===== src/design/t16ieu_pkg.sv =====
package t16ieu_pkg;

    localparam int unsigned RegCount = 15;
    localparam logic [3:0] SpIndex = 4'd13;
    localparam logic [3:0] LrIndex = 4'd14;
    localparam logic [3:0] PcIndex = 4'd15;
    localparam logic [31:0] SpResetValue = 32'h2000_0000;

    typedef enum logic [1:0] {
        ST_EXEC   = 2'd0,
        ST_MEM    = 2'd1,
        ST_UNDEF  = 2'd2,
        ST_HALTED = 2'd3
    } t_status;

    typedef enum logic [3:0] {
        DP_AND = 4'h0, DP_EOR = 4'h1, DP_LSL = 4'h2, DP_LSR = 4'h3,
        DP_ASR = 4'h4, DP_ADC = 4'h5, DP_SBC = 4'h6, DP_ROR = 4'h7,
        DP_TST = 4'h8, DP_NEG = 4'h9, DP_CMP = 4'hA, DP_CMN = 4'hB,
        DP_ORR = 4'hC, DP_MUL = 4'hD, DP_BIC = 4'hE, DP_MVN = 4'hF
    } t_dp_op;

    typedef enum logic [1:0] {
        HI_ADD = 2'd0, HI_CMP = 2'd1, HI_MOV = 2'd2, HI_BX = 2'd3
    } t_hi_op;

    typedef enum logic [1:0] {
        IM_MOV = 2'd0, IM_CMP = 2'd1, IM_ADD = 2'd2, IM_SUB = 2'd3
    } t_imm_op;

    typedef struct packed {
        logic [31:0] r;
        logic [3:0]  nzcv;
    } t_add_res;

    typedef struct packed {
        logic [31:0] next_address;
        logic        branch_taken;
        logic        dest_written;
        logic [3:0]  dest_index;
        logic [31:0] dest_value;
        logic [3:0]  flags_nzcv;
        logic        halt_now;
        t_status     status;
        logic        bl_we;
        logic [31:0] bl_value;
    } t_exec;

    function automatic t_add_res add_flags(input logic [31:0] a, input logic [31:0] b,
                                           input logic cin);
        logic [32:0] s;
        t_add_res    res;
        s = {1'b0, a} + {1'b0, b} + {32'd0, cin};
        res.r = s[31:0];
        res.nzcv = {s[31], (s[31:0] == 32'd0), s[32], (a[31] ^ s[31]) & (b[31] ^ s[31])};
        return res;
    endfunction

endpackage


===== src/design/t16ieu_exec.sv =====
module t16ieu_exec (
    input  logic [15:0]          i_ins,
    input  logic [31:0]          i_addr,
    input  logic [31:0]          i_regs [t16ieu_pkg::RegCount],
    input  logic [3:0]           i_flags,
    input  logic [31:0]          i_bl_base,
    input  logic                 i_halted,
    output t16ieu_pkg::t_exec    o_res
);
    import t16ieu_pkg::*;

    logic [31:0] pc2;
    logic [4:0]  top5;
    logic [3:0]  top4;
    logic [5:0]  top6;
    logic [31:0] va, vb, r, vs, vd;
    logic        c;
    logic [4:0]  imm5, k, km1;
    logic [7:0]  sh;
    logic [32:0] t33;
    logic [3:0]  rs4, rd4;
    logic [31:0] base, off32;
    logic [31:0] prod;
    t_add_res    ar;
    t_dp_op      dop;

    function automatic logic [31:0] rd_reg(input logic [3:0] idx, input logic [31:0] pc,
                                           input logic [31:0] regs [RegCount]);
        logic [31:0] v;
        if (idx == PcIndex) v = pc;
        else v = regs[idx];
        return v;
    endfunction

    function automatic logic cond_ok(input logic [3:0] cc, input logic [3:0] f);
        logic n, z, cf, v, ok;
        n = f[3]; z = f[2]; cf = f[1]; v = f[0];
        unique case (cc)
            4'h0: ok = z;
            4'h1: ok = !z;
            4'h2: ok = cf;
            4'h3: ok = !cf;
            4'h4: ok = n;
            4'h5: ok = !n;
            4'h6: ok = v;
            4'h7: ok = !v;
            4'h8: ok = cf && !z;
            4'h9: ok = !cf || z;
            4'hA: ok = (n == v);
            4'hB: ok = (n != v);
            4'hC: ok = !z && (n == v);
            4'hD: ok = z || (n != v);
            4'hE: ok = 1'b1;
            default: ok = 1'b0;
        endcase
        return ok;
    endfunction

    assign pc2  = i_addr + 32'd2;
    assign top5 = i_ins[15:11];
    assign top4 = i_ins[15:12];
    assign top6 = i_ins[15:10];
    assign prod = va * vb;

    always_comb begin
        o_res = '0;
        o_res.next_address = pc2;
        o_res.flags_nzcv   = i_flags;
        o_res.halt_now     = i_halted;
        o_res.status       = ST_EXEC;
        va = '0; vb = '0; r = '0; vs = '0; vd = '0;
        c = i_flags[1];
        imm5 = i_ins[10:6];
        k = '0; km1 = '0;
        sh = '0; t33 = '0;
        rs4 = i_ins[6:3];
        rd4 = {i_ins[7], i_ins[2:0]};
        base = '0; off32 = '0;
        ar = '0;
        dop = t_dp_op'(i_ins[9:6]);

        priority if (i_halted) begin
            o_res.next_address = i_addr;
            o_res.status = ST_HALTED;
        end else if (top5 <= 5'd2) begin
            va = i_regs[{1'b0, i_ins[5:3]}];
            r = va;
            km1 = imm5 - 5'd1;
            unique case (top5[1:0])
                2'd0: begin
                    if (imm5 != 5'd0) begin
                        k = 5'd0 - imm5;
                        c = va[k];
                        r = va << imm5;
                    end
                end
                2'd1: begin
                    if (imm5 == 5'd0) begin
                        c = va[31]; r = '0;
                    end else begin
                        c = va[km1]; r = va >> imm5;
                    end
                end
                default: begin
                    if (imm5 == 5'd0) begin
                        c = va[31]; r = {32{va[31]}};
                    end else begin
                        c = va[km1]; r = 32'($signed(va) >>> imm5);
                    end
                end
            endcase
            o_res.flags_nzcv = {r[31], (r == 32'd0), c, i_flags[0]};
            o_res.dest_written = 1'b1;
            o_res.dest_index = {1'b0, i_ins[2:0]};
            o_res.dest_value = r;
        end else if (top5 == 5'd3) begin
            va = i_regs[{1'b0, i_ins[5:3]}];
            vb = i_ins[10] ? {29'd0, i_ins[8:6]} : i_regs[{1'b0, i_ins[8:6]}];
            ar = i_ins[9] ? add_flags(va, ~vb, 1'b1) : add_flags(va, vb, 1'b0);
            o_res.flags_nzcv = ar.nzcv;
            o_res.dest_written = 1'b1;
            o_res.dest_index = {1'b0, i_ins[2:0]};
            o_res.dest_value = ar.r;
        end else if (top5 <= 5'd7) begin
            va = i_regs[{1'b0, i_ins[10:8]}];
            vb = {24'd0, i_ins[7:0]};
            o_res.dest_index = {1'b0, i_ins[10:8]};
            unique case (t_imm_op'(top5[1:0]))
                IM_MOV: begin
                    o_res.flags_nzcv = {1'b0, (vb == 32'd0), i_flags[1:0]};
                    o_res.dest_written = 1'b1;
                    o_res.dest_value = vb;
                end
                IM_CMP: begin
                    ar = add_flags(va, ~vb, 1'b1);
                    o_res.flags_nzcv = ar.nzcv;
                    o_res.dest_index = '0;
                end
                IM_ADD: begin
                    ar = add_flags(va, vb, 1'b0);
                    o_res.flags_nzcv = ar.nzcv;
                    o_res.dest_written = 1'b1;
                    o_res.dest_value = ar.r;
                end
                default: begin
                    ar = add_flags(va, ~vb, 1'b1);
                    o_res.flags_nzcv = ar.nzcv;
                    o_res.dest_written = 1'b1;
                    o_res.dest_value = ar.r;
                end
            endcase
        end else if (top6 == 6'h10) begin
            va = i_regs[{1'b0, i_ins[2:0]}];
            vb = i_regs[{1'b0, i_ins[5:3]}];
            sh = vb[7:0];
            km1 = sh[4:0] - 5'd1;
            r = va;
            unique case (dop)
                DP_AND: r = va & vb;
                DP_EOR: r = va ^ vb;
                DP_LSL: begin
                    t33 = {1'b0, va} << sh[4:0];
                    if (sh != 8'd0) begin
                        if (sh < 8'd32) c = t33[32];
                        else if (sh == 8'd32) c = va[0];
                        else c = 1'b0;
                    end
                    r = (sh >= 8'd32) ? 32'd0 : t33[31:0];
                end
                DP_LSR: begin
                    if (sh != 8'd0) begin
                        if (sh < 8'd32) c = va[km1];
                        else if (sh == 8'd32) c = va[31];
                        else c = 1'b0;
                    end
                    r = (sh >= 8'd32) ? 32'd0 : (va >> sh[4:0]);
                end
                DP_ASR: begin
                    if (sh != 8'd0) c = (sh < 8'd32) ? va[km1] : va[31];
                    r = (sh >= 8'd32) ? {32{va[31]}} : 32'($signed(va) >>> sh[4:0]);
                end
                DP_ADC: ar = add_flags(va, vb, i_flags[1]);
                DP_SBC: ar = add_flags(va, ~vb, i_flags[1]);
                DP_ROR: begin
                    k = sh[4:0];
                    if (sh != 8'd0) begin
                        if (k == 5'd0) c = va[31];
                        else begin
                            c = va[km1];
                            r = (va >> k) | (va << (5'd0 - k));
                        end
                    end
                end
                DP_TST: r = va & vb;
                DP_NEG: ar = add_flags(32'd0, ~vb, 1'b1);
                DP_CMP: ar = add_flags(va, ~vb, 1'b1);
                DP_CMN: ar = add_flags(va, vb, 1'b0);
                DP_ORR: r = va | vb;
                DP_MUL: r = prod;
                DP_BIC: r = va & ~vb;
                default: r = ~vb;
            endcase
            unique case (dop)
                DP_ADC, DP_SBC, DP_NEG: begin
                    o_res.flags_nzcv = ar.nzcv;
                    o_res.dest_written = 1'b1;
                    o_res.dest_index = {1'b0, i_ins[2:0]};
                    o_res.dest_value = ar.r;
                end
                DP_CMP, DP_CMN: o_res.flags_nzcv = ar.nzcv;
                DP_TST: o_res.flags_nzcv = {r[31], (r == 32'd0), i_flags[1:0]};
                default: begin
                    o_res.flags_nzcv = {r[31], (r == 32'd0), c, i_flags[0]};
                    o_res.dest_written = 1'b1;
                    o_res.dest_index = {1'b0, i_ins[2:0]};
                    o_res.dest_value = r;
                end
            endcase
        end else if (top6 == 6'h11) begin
            vs = rd_reg(rs4, pc2, i_regs);
            vd = rd_reg(rd4, pc2, i_regs);
            unique case (t_hi_op'(i_ins[9:8]))
                HI_CMP: begin
                    ar = add_flags(vd, ~vs, 1'b1);
                    o_res.flags_nzcv = ar.nzcv;
                end
                HI_BX: begin
                    if (i_ins[7]) begin
                        o_res.dest_written = 1'b1;
                        o_res.dest_index = LrIndex;
                        o_res.dest_value = pc2 | 32'd1;
                    end
                    o_res.next_address = {vs[31:1], 1'b0};
                    o_res.branch_taken = 1'b1;
                    if (!vs[0]) o_res.halt_now = 1'b1;
                end
                default: begin
                    r = (i_ins[9:8] == HI_ADD) ? vd + vs : vs;
                    if (rd4 != PcIndex) begin
                        o_res.dest_written = 1'b1;
                        o_res.dest_index = rd4;
                        o_res.dest_value = r;
                    end else begin
                        o_res.next_address = {r[31:1], 1'b0};
                        o_res.branch_taken = 1'b1;
                    end
                end
            endcase
        end else if (top5 == 5'd9 || (top4 == 4'h5 && !i_ins[9]) || top4 == 4'h6
                     || top4 == 4'h7 || top4 == 4'h8 || top4 == 4'h9 || top4 == 4'hC) begin
            o_res.status = ST_MEM;
        end else if (top4 == 4'hA) begin
            base = i_ins[11] ? i_regs[SpIndex] : ((pc2 + 32'd2) & ~32'd3);
            o_res.dest_written = 1'b1;
            o_res.dest_index = {1'b0, i_ins[10:8]};
            o_res.dest_value = base + {22'd0, i_ins[7:0], 2'b00};
        end else if (top4 == 4'hB) begin
            // hints and breakpoint fall through as no-ops
            if (i_ins[11:8] == 4'h0) begin
                va = i_regs[SpIndex];
                vb = {23'd0, i_ins[6:0], 2'b00};
                o_res.dest_written = 1'b1;
                o_res.dest_index = SpIndex;
                o_res.dest_value = i_ins[7] ? va - vb : va + vb;
            end else if (i_ins[11:8] != 4'hF && i_ins[11:8] != 4'hE) begin
                o_res.status = ST_MEM;
            end
        end else if (top4 == 4'hD && i_ins[11:8] != 4'hF) begin
            off32 = {{23{i_ins[7]}}, i_ins[7:0], 1'b0};
            if (cond_ok(i_ins[11:8], i_flags)) begin
                o_res.next_address = pc2 + 32'd2 + off32;
                o_res.branch_taken = 1'b1;
            end
        end else if (top5 == 5'h1C) begin
            off32 = {{20{i_ins[10]}}, i_ins[10:0], 1'b0};
            o_res.next_address = pc2 + 32'd2 + off32;
            o_res.branch_taken = 1'b1;
        end else if (top5 == 5'h1E) begin
            off32 = {{10{i_ins[10]}}, i_ins[10:0], 11'd0} << 1;
            o_res.bl_we = 1'b1;
            o_res.bl_value = pc2 + 32'd2 + off32;
        end else if (top5 == 5'h1F) begin
            o_res.dest_written = 1'b1;
            o_res.dest_index = LrIndex;
            o_res.dest_value = pc2 | 32'd1;
            o_res.next_address = i_bl_base + {20'd0, i_ins[10:0], 1'b0};
            o_res.branch_taken = 1'b1;
        end else begin
            o_res.status = ST_UNDEF;
        end
    end

endmodule


===== config.mk =====
export PLATFORM = sky130hd
export DESIGN_NAME = t16ieu_exec
export DESIGN_NICKNAME = d
export VERILOG_FILES = /design/src/design/t16ieu_pkg.sv /design/src/design/t16ieu_exec.sv
export SDC_FILE = /design/constraint.sdc
export NUM_CORES = 2
export LEC_CHECK = 0
export ABC_CLOCK_PERIOD_IN_PS = 19100
export BUFFER_PORTS_ARGS = -buffer_cell sky130_fd_sc_hd__buf_2
export CAP_MARGIN = 5
export CORE_MARGIN = 5
export CORE_UTILIZATION = 28
export DETAILED_ROUTE_END_ITERATION = 8
export PLACE_DENSITY = 0.4
export SYNTH_ARGS = -nofsm -noshare
export SYNTH_HDL_FRONTEND = slang
export SYNTH_SLANG_ARGS = --single-unit

===== constraint.sdc =====
create_clock -name vclk -period 19.1
set_clock_uncertainty 0.2 [all_clocks]
set_input_delay 0 -clock vclk [all_inputs]
set_output_delay 0 -clock vclk [all_outputs]
set_load 0.02 [all_outputs]

==> flow_metrics.env <==
export IMPL_postRouteAntennaNets=0
export IMPL_coreArea_mm2=0.268
export IMPL_ff_latch_area_um2=0
export IMPL_row_count=190
export IMPL_synth_top_family_by_area="compound AO/OA/AOI/OAI gates"
export IMPL_final_cell_mix="nor2_1 (1082), nand2_1 (966), inv_1 (778), a21oi_1 (724), buf_2 (663)"
export IMPL_fillers=29342
export IMPL_yosysWarnings=0
export IMPL_status="complete, but fails checks"
export IMPL_synth_compound_area_share_pct=26.2
export IMPL_tightest_slew_ps=1570
export IMPL_cp_arrival_ps=13940
export IMPL_vias=98572
export IMPL_setup_violations=0
export IMPL_layout_commonest_cell="nor2_1"
export IMPL_failed_checks="capacitance limit, slew limit"
export IMPL_antenna_found_initial=127
export IMPL_slowest_delay_ps=1200
export IMPL_rsz0062_at_grt="false"
export IMPL_die_area_mm2=0.279
export IMPL_ios=675
export IMPL_grt_pass1_vias=92465
export IMPL_worst_path_max_delay_cell="nor2b_1"
export IMPL_clkbuf_count=0
export IMPL_maxCapViolations=4
export IMPL_start_util_pct=28.1
export IMPL_first_iter_violations=15840
export IMPL_critPathLaunchType="input pin"
export IMPL_synthMuxAreaShare_pct=18.2
export IMPL_hold_class="input pin to output pin"
export IMPL_routed_via_density=6.86
export IMPL_grt_max_degree=82
export IMPL_fin_crit_sh_pct=74.0
export IMPL_ctsResizeCount=0
export IMPL_min_from="i_addr[19]"
export IMPL_synth_seq_area_share_pct=0
export IMPL_numPortBuffers=675
export IMPL_overflow=0
export IMPL_die_y_um=529
export IMPL_timing_fmax_mhz=70.7
export IMPL_worstPathRequired_ps=18900
export IMPL_track_usage_pct=46.5
export IMPL_area_growth_syn_to_layout_pct=12.7
export IMPL_synth_fa_ha_area_share_pct=19.4
export IMPL_syn_nets=11700
export IMPL_grt_pass1_wl_um=888000
export IMPL_drcViolationCount=0
export IMPL_whs_path_depth=3
export IMPL_yosys_area_share_simple_pct=21.1
export IMPL_critPathKind="input pin to output pin"
export IMPL_slew_headroom_pct=-5.91
export IMPL_drive_above_1_share_pct=19.4
export IMPL_cp_end_kind="output pin"
export IMPL_tns_ps=0
export IMPL_synth_xor_area_share_pct=6.61
export IMPL_totalWireLength_um=683000
export IMPL_n_sequential_cell=0
export IMPL_whs_endpoint="o_res[97]"
export IMPL_ys_types=138
export IMPL_slew_violations=16
export IMPL_design_area_mm2=0.0848
export IMPL_synthCells=10220
export IMPL_postCtsSetupRepairBufs=0
export IMPL_wire_per_inst_um=47.5
export IMPL_crit_fanout=81
export IMPL_drtPass1Iterations=9
export IMPL_layout_min_cycle_time_ps=14140
export IMPL_place_area_mm2=0.0846
export IMPL_die_w_um=529
export IMPL_gp_congestion=1.15
export IMPL_final_nets=12200
export IMPL_syn_avg_cell_area_um2=7.37
export IMPL_hold_viol_final=0
export IMPL_mappedNetlistArea_mm2=0.0753
export IMPL_dp_hpwl_um=560000
export IMPL_hold_buffers=0
## cells in the mapped netlist, drive strengths merged (183+ instances only)
master	instances	area share, %
nor2	1100	5.5
nand2	971	4.8
inv	801	4.0
a21oi	728	4.8
o21ai	621	4.1
clkbuf	501	2.6
ha	494	8.2
fa	421	11
mux4	396	12
xnor2	377	4.4
nor3	272	1.8
mux2i	269	3.6
buf	243	1.8
nand3	230	1.5
mux2	183	2.7
## metrics by stage
step | util [%] | std cells | setup slack, ps | hold WS [ps]
after global placement | 31.6 | 14262 | 5630 | 275
after CTS | 31.6 | 14266 | 5660 | 260
after global routing | 31.6 | 14299 | 5220 | 282
after detailed placement | 31.6 | 14266 | 5690 | 257
final | 31.7 | 14363 | 4960 | 283
after floorplan | - | 10220 | 9150 | -23.3
## logic make-up (layout without fill, tap and decap cells)
family,Yosys count,count (layout)
other cells,0,93
simple gates,3390,3390
xor+xnor,547,547
mux,848,848
fa+ha+maj,915,915
compound gates,2964,2964
buf+inv,1556,2054
## worst max-delay path: cells and delay by family
kind            cells  cell delay (ps)
xor+xnor            1              110
simple gates        6             1780
fa+ha+maj           9             3860
buf+inv            10             1530
compound gates     13             6170
## per-layer routing
layer  routed length [um]  track usage, %
met5                  424               0
met4                61100            33.4
met2               277000            66.5
met3                80700            15.7
met1               263000            58.2
## how the worst max path moves through the flow
stage | from | endpoint | slack (ps) | cells past startpoint
after floorplan | i_ins[9] | o_res[39] | 9150 | 39
after global placement | i_ins[0] | o_res[38] | 5630 | 37
after detailed placement | i_ins[0] | o_res[39] | 5690 | 37
after CTS | i_ins[0] | o_res[39] | 5660 | 37
after global routing | i_ins[0] | o_res[58] | 5220 | 37
final | i_ins[10] | o_res[58] | 4960 | 39
## layout make-up
class                      instances  area [um2]  area share, %
multi-input combinational       8664       69300           81.7
tap                             3552        4440           5.24
inverter                         812        3060           3.61
timing repair buffer            1242        7760           9.15
antenna                           93         233          0.274
